$ cat src/design/slts_pkg.sv
`timescale 1ns / 1ps
// ----------------------------------------------------------------------------
// slts_pkg
// Shared constants and command/status types for the sparse triangular solver.
// ----------------------------------------------------------------------------
package slts_pkg;

    localparam int MAX_ROWS  = 1024;
    localparam int ROW_W     = $clog2(MAX_ROWS);
    localparam int CNT_W     = 11;
    localparam int COL_W     = 10;
    localparam int DIV_STEPS = 64;
    localparam int STEP_W    = $clog2(DIV_STEPS + 1);

    localparam logic [1:0] ST_OK   = 2'd0;
    localparam logic [1:0] ST_ZERO = 2'd1;
    localparam logic [1:0] ST_COL  = 2'd2;
    localparam logic [1:0] ST_SAT  = 2'd3;

    typedef struct packed {
        logic accept;     // latch input beat, issue store read
        logic mac;        // add product into the partial sum
        logic div_start;  // load numerator and divisor
        logic div_step;   // one restoring step
        logic finish;     // form result, write store, advance row
        logic out_take;   // result beat taken downstream
    } slts_cmd_t;

    typedef struct packed {
        logic is_diag;
        logic div_done;
    } slts_sts_t;

endpackage

$ cat src/design/slts_ctrl.sv
`timescale 1ns / 1ps
// ----------------------------------------------------------------------------
// slts_ctrl
// Sequencer: accept a beat, multiply-accumulate or run the divider, emit.
// ----------------------------------------------------------------------------
module slts_ctrl
(
    input  logic                clk,
    input  logic                rst_n,
    input  logic                in_valid,
    output logic                in_ready,
    input  logic                out_ready,
    output logic                out_valid,
    input  slts_pkg::slts_sts_t sts,
    output slts_pkg::slts_cmd_t cmd
);

    typedef enum logic [3:0] {
        S_IDLE = 4'b0001,
        S_MAC  = 4'b0010,
        S_DIV0 = 4'b0100,
        S_DIV  = 4'b1000
    } state_t;

    state_t state_reg, state_next;
    logic   out_valid_reg, out_valid_next;

    always_ff @(posedge clk or negedge rst_n)
    begin
        if (!rst_n)
        begin
            state_reg     <= S_IDLE;
            out_valid_reg <= 1'b0;
        end
        else
        begin
            state_reg     <= state_next;
            out_valid_reg <= out_valid_next;
        end
    end

    assign in_ready  = (state_reg == S_IDLE);
    assign out_valid = out_valid_reg;

    always_comb
    begin
        state_next     = state_reg;
        out_valid_next = out_valid_reg;
        cmd            = '0;
        if (out_valid_reg && out_ready)
        begin
            cmd.out_take   = 1'b1;
            out_valid_next = 1'b0;
        end
        case (state_reg)
            S_IDLE:
            begin
                if (in_valid)
                begin
                    cmd.accept = 1'b1;
                    state_next = S_MAC;
                end
            end
            S_MAC:
            begin
                // store read data is now valid
                if (sts.is_diag)
                begin
                    state_next = S_DIV0;
                end
                else
                begin
                    cmd.mac    = 1'b1;
                    state_next = S_IDLE;
                end
            end
            S_DIV0:
            begin
                cmd.div_start = 1'b1;
                state_next    = S_DIV;
            end
            S_DIV:
            begin
                if (sts.div_done)
                begin
                    // hold the quotient until the result register is free
                    if (!out_valid_reg || out_ready)
                    begin
                        cmd.finish     = 1'b1;
                        out_valid_next = 1'b1;
                        state_next     = S_IDLE;
                    end
                end
                else
                begin
                    cmd.div_step = 1'b1;
                end
            end
            default:
            begin
                state_next = S_IDLE;
            end
        endcase
    end

endmodule

$ cat config.mk
export PLATFORM = sky130hd
export DESIGN_NAME = slts_ctrl
export DESIGN_NICKNAME = d
export VERILOG_FILES = /design/src/design/slts_pkg.sv /design/src/design/slts_ctrl.sv
export SDC_FILE = /design/constraint.sdc
export NUM_CORES = 1
export LEC_CHECK = 0
export BUFFER_PORTS_ARGS = -buffer_cell sky130_fd_sc_hd__buf_4
export CAP_MARGIN = 20
export CORE_AREA = 5 5 42 44
export DETAILED_ROUTE_END_ITERATION = 16
export DIE_AREA = 0 0 47 49
export PLACE_DENSITY = 0.52
export SETUP_SLACK_MARGIN = 0.2
export SYNTH_ARGS = -nofsm -noshare
export SYNTH_HDL_FRONTEND = slang
export SYNTH_SLANG_ARGS = --single-unit
$ cat constraint.sdc
create_clock -name clk -period 1.3 [get_ports clk]
set_input_delay 0.065 -clock clk [delete_from_list [all_inputs] [get_ports clk]]
set_output_delay 0.065 -clock clk [all_outputs]
set_load 0.03 [all_outputs]
==> flow_metrics.tcl, run 1 <==
set metrics [dict create \
    final_nets 58 \
    viasPerCell 4.37 \
    rsz0062_at_grt "yes" \
    period_share_pct 115 \
    setup_viol 7 \
    layout.cells.non_filler 67 \
    largest_reg_flops 4 \
    cts_num_sinks 5 \
    crit_path_max_fanout 3 \
    hold_end "state_reg[1]$_DFFE_PN0P_" \
    ys_ff_latch 5 \
    max_clock_freq_ghz 0.672 \
    diodes 0 \
    grt_pass1_vias 284 \
    slew_headroom_pct 82.4 \
    power_frac_clock_pct 24.5 \
    drc 0 \
    floorplan.die_area_sq_mm 0.00230 \
    cp-end-kind "output pin" \
    start_util_pct 19.5 \
    reg2reg_from "state_reg[2]$_DFFE_PN0P_" \
    hold_violations 0 \
    die_w_microns 47 \
    place_hpwl_microns 560 \
    grt_first_pass_wirelength_mm 1.24 \
    syn_area_sq_um 273 \
    io_pins 14 \
    p_leak_nw 0.262 \
    synth_fa_ha_area_share_pct 0 \
    intPower_uw 487 \
    worst_pin_slew_ns 0.264 \
    wirelength_microns 883 \
    r2r-end "state_reg[3]$_DFFE_PN0P_" \
    netSwitchingFraction_pct 34.9 \
    yosysTopAreaCell "dfrtp_1" \
    fp.dieH_microns 49 \
    synth_top_family_by_area "simple AND/OR/NAND/NOR gates" \
    coreArea_sq_mm 0.00140 \
    cts_root_buf "clkbuf_4" \
    ys_types 16 \
    violations "negative setup slack" \
    fill_cells 152 \
    grtUsageTotal_pct 7.73 \
    yosys_warnings 0 \
    post_drt_wl_per_cell_microns 13.2 \
    synth_compound_area_share_pct 5.96 \
    grt_max_degree 7 \
    postSynthAreaPerCell_sq_um 10.1 \
    routed-via-count 293 \
    synth-xor-area-share_pct 0 \
    status "finished, violations left" \
    pwr-share-comb_pct 45.2 \
    dp_slack_ns 0.0390 \
    post-synth-top-count-cell "dfrtp_1" \
    drtIter0Drc 8 \
    whs_path_depth 2 \
    finish.instance_area_sq_um 562 \
    skew_ns 0.00744 \
    dpl.cell_count 59 \
    h-tree-depth 1 \
    area_delta_synth_final_pct 106 \
    yosysTopAreaCellShare_pct 36.7 \
    p_sw_uw 261 \
    placed_area_sq_um 442 \
    worstRegToRegCells 4 \
    worstSetupPathType "reg2out" \
    pwr-share-seq_pct 30.2 \
    clk_pin_slew_ns 0.04 \
    critPathRequiredTime_ns 1.24 \
    fin_crit_ns 1.49 \
    synthesis.nets 33 \
    io_buffers 13 \
    grt_overflow 0 \
    cts_buffers 3 \
    synth_edf_count 0 \
    antenna_found_initial 0 \
    hold_path_startpoint "in_valid" \
    cts_max_path_buffers 2 \
    rows 14 \
    fin_util_pct 40.1 \
    setup_tns_ns -0.795 \
    yosys-mux-area-fraction_pct 0 \
    synth_flop_cell "dfrtp_1" \
    drv_slew 0 \
    yosys.area_share.simple_pct 47.7 \
    drive_above_1_share_pct 70.6 \
    hp-class "in2reg" \
    clk_latency_ns 0.25 \
    cts_tree "yes" \
    worst_ep_arrival_time_ns 1.42 \
    crit_path_start_kind "flop" \
    ys_top_cells_by_count "dfrtp_1 (4), and2_1 (3), nand2_1 (3), nor3_1 (3)" \
    dr.pass1.iters 4 \
    synth-seq-area-share_pct 46.3 \
    synth_area_leaders "dfrtp_1 (37%), dfstp_2 (9.6%), and2_1 (6.9%), nor3_1 (5.5%), nor4b_2 (5.5%)" \
    fin_ws_ns -0.189 \
    r2r_slack_ns -0.09 \
    place_congestion 0.680 \
    max-cap-violations 0 \
    postRouteAntennaNets 0 \
    ir_drop_mv 0.650 \
    async_flop_share_pct 100 \
    p_per_area_mw_per_mm2 1330 \
    syn_inst 27 \
]
==> routing by layer <==
metal  vias to the layer above  track usage [%]  routed length, microns
met5                         -                0                       0
met1                       135             10.5                     361
li1                        144                -                       -
met4                         0             2.76                       0
met2                        14             9.28                     431
met3                         0             5.54                      89
==> final cells by class <==
| cell class | instances | area [sq um] | area share, % |
|---|---|---|---|
| repair buffers | 20 | 175 | 31.2 |
| flip-flops and latches | 5 | 128 | 22.7 |
| multi-input cells | 22 | 213 | 37.9 |
| well taps | 16 | 20.0 | 3.56 |
| clock buffers | 4 | 26.3 | 4.68 |
==> critical path: stages (launching register included) <==
cell and delay [ns]:
dfrtp_1 0.39, or4b_4 0.57, nor2_4 0.10, buf_6 0.13
==> cells in the final DEF (no fill, tap or decap), drive strengths merged, types with 2 or more instances in the layout <==
cell    count
clkbuf      4
and3        2
and2        3
dfrtp       4
nor3        3
nor4b       2
nor2        2
nand2       3
nand2b      2
buf        19
==> cell families (layout without fill, tap and decap cells) <==
group                  Yosys count  count (layout)
flip-flops                       5               5
AND/OR/NAND/NOR                 20              20
buffers and inverters            0              24
AO/OA/AOI/OAI                    2               2
==> worst max-delay path by stage <==
stage	start	end	slack [ns]	depth (start not counted)
after floorplan	state_reg[0]$_DFFE_PN1P_	cmd[5]	-0.05	2
after global placement	state_reg[0]$_DFFE_PN1P_	cmd[2]	0.05	3
after detailed placement	state_reg[0]$_DFFE_PN1P_	state_reg[3]$_DFFE_PN0P_	0.04	3
after CTS	state_reg[1]$_DFFE_PN0P_	cmd[2]	-0.20	3
after global routing	state_reg[2]$_DFFE_PN0P_	cmd[2]	-0.25	3
final	state_reg[2]$_DFFE_PN0P_	cmd[2]	-0.19	3
==> timing repair <==
action / in CTS / in global routing
endpoints found under the setup margin: 9 / 10
hold buffers: 1 / 0
gates resized for setup: 6 / 6
hold endpoints to repair: 5 / 0
setup buffers: 1 / 2
pin swaps: 5 / 2
==> metrics by stage <==
step | power [mW] | hold WS, ns
floorplan | 0.386 | -0.231
CTS | 0.705 | 0.0703
finish | 0.748 | 0.0816
global route | 0.787 | 0.0889
global placement | 0.490 | -0.128
detailed placement | 0.487 | -0.130
==> power by group through the flow <==
stage          logic (mW)  clock network, mW  registers, mW
2_1_floorplan       0.158                  0          0.228
3_3_place_gp        0.270                  0          0.219
3_5_place_dp        0.267                  0          0.220
4_1_cts             0.294              0.188          0.223
5_1_grt             0.360              0.198          0.229
6_report            0.338              0.184          0.226
Note: power is estimated with default switching activity, not from simulation.
==> run 2: changes to the inputs <==
SKIP_LAST_GASP = 1   (was default)
==> run 2 against run 1 <==
The run still ends with negative setup slack left. Combinational power decreased by 2%. Wire length decreased by 3.4%. Register-to-register slack about the same. Global-route usage unchanged. Core utilization decreased by 0.27 points. Critical path depth unchanged. Sequential share of layout area increased by 0.15 points. First-iteration DRC count decreased by 25%. Highest routed layer unchanged.
==> flow_metrics.tcl, run 2 (synthesized netlist as in run 1, its figures left out) <==
set metrics [dict create \
    finish.instance_area_sq_um 558 \
    diodes 0 \
    io_pins 14 \
    coreArea_sq_mm 0.00140 \
    pwr-share-comb_pct 44.9 \
    crit_buf_inv 1 \
    fin_ws_ns -0.197 \
    cts_tree "yes" \
    antenna_found_initial 0 \
    p_per_area_mw_per_mm2 1320 \
    crit_family "simple AND/OR/NAND/NOR gates" \
    placed_area_sq_um 442 \
    crit_path_start_kind "flop" \
    io_buffers 13 \
    worst_ep_arrival_time_ns 1.43 \
    h-tree-depth 1 \
    setup_tns_ns -0.826 \
    fp.dieH_microns 49 \
    fin_crit_ns 1.50 \
    drv_slew 0 \
    cts_max_path_buffers 2 \
    hold_path_startpoint "in_valid" \
    area_delta_synth_final_pct 105 \
    grt_overflow 0 \
    crit_path_max_fanout 3 \
    cts_num_sinks 5 \
    p_leak_nw 0.261 \
    intPower_uw 481 \
    hp-class "in2reg" \
    violations "negative setup slack" \
    critPathRequiredTime_ns 1.24 \
    cp-end-kind "output pin" \
    max_clock_freq_ghz 0.668 \
    rsz0062_at_grt "yes" \
    post_drt_wl_per_cell_microns 12.7 \
    setup_viol 7 \
    cts_root_buf "clkbuf_4" \
    crit_path_start "state_reg[2]$_DFFE_PN0P_" \
    reg2reg_from "state_reg[2]$_DFFE_PN0P_" \
    p_sw_uw 256 \
    final_nets 58 \
    place_hpwl_microns 560 \
    netSwitchingFraction_pct 34.7 \
    start_util_pct 19.5 \
    pwr-share-seq_pct 30.3 \
    grt_max_degree 7 \
    period_share_pct 115 \
    grtUsageTotal_pct 7.73 \
    status "finished, violations left" \
    whs_ns 0.0820 \
    ir_drop_mv 0.615 \
    floorplan.die_area_sq_mm 0.00230 \
    dpl.cell_count 59 \
    cts_buffers 3 \
    hold_violations 0 \
    wirelength_microns 853 \
    worstSetupPathType "reg2out" \
    viasPerCell 4.31 \
    final_cell_mix "buf_4 (14), buf_6 (5), nand2_1 (3), clkbuf_4 (3), dfrtp_1 (3)" \
    layout.cells.non_filler 67 \
    final_common_cell "buf_4" \
    cp_slowest_cell "or4b_4" \
    skew_ns 0.00649 \
    crit_chain "or4b_4 -> nor2_4 -> buf_6" \
    routed-via-count 289 \
    max-cap-violations 0 \
    drtIter0Drc 6 \
    slew_headroom_pct 82.7 \
    clk_pin_slew_ns 0.04 \
    die_w_microns 47 \
    clk_latency_ns 0.25 \
    crit_path_max_incr_delay_ns 0.57 \
    postRouteAntennaNets 0 \
    largest_reg_flops 4 \
    drive_above_1_share_pct 70.6 \
    grt_pass1_vias 284 \
    place_congestion 0.680 \
    worst_pin_slew_ns 0.259 \
    drc 0 \
    grt_first_pass_wirelength_mm 1.24 \
    power_frac_clock_pct 24.8 \
    dr.pass1.iters 2 \
    rows 14 \
]
-- run 2: stage by stage --
stage	total power [mW]	setup slack (ns)	utilization, %
finish	0.736	-0.197	39.8
global route	0.777	-0.261	39.8
detailed placement	0.487	0.0390	31.5
floorplan	0.386	-0.0546	-
CTS	0.705	-0.198	36.5
global placement	0.490	0.0467	31.5
-- run 2: worst paths after layout --
kind,end,slack [ns],cells past startpoint
worst max register to register,state_reg[3]$_DFFE_PN0P_,-0.10,4
worst max-delay path,cmd[2],-0.20,3
worst min-delay path,state_reg[1]$_DFFE_PN0P_,0.08,2
worst min register to register,out_valid$_DFF_PN0_,0.58,3
max in group asynchronous,state_reg[0]$_DFFE_PN1P_,0.94,2
min in group asynchronous,state_reg[3]$_DFFE_PN0P_,0.16,2
-- run 2: final cells by class --
type	instances	area, sq um
timing repair buffer	20	171
clock buffer	4	26.3
sequential	5	128
multi-input combinational	22	213
fill	151	843
tap	16	20.0
-- run 2: power by group through the flow --
stage,clock [mW],sequential (mW),combinational [mW]
after CTS,0.188,0.223,0.294
final,0.183,0.223,0.331
after floorplan,0,0.228,0.158
after global routing,0.198,0.227,0.351
after detailed placement,0,0.220,0.267
after global placement,0,0.219,0.270
-- run 2: routing by layer --
layer	up-vias	wire length, microns	GRT usage, %
li1	145	-	-
met1	129	343	10.5
met2	15	415	9.28
met3	0	93	5.54
met4	0	0	2.76
met5	-	0	0
-- run 2: what timing repair did --
item                                    CTS  global route
hold endpoints to repair                  5             0
resized for setup                         6             5
buffers inserted                          1             2
endpoints found under the setup margin    9            10
hold buffers                              1             0
pin swaps                                 5             2
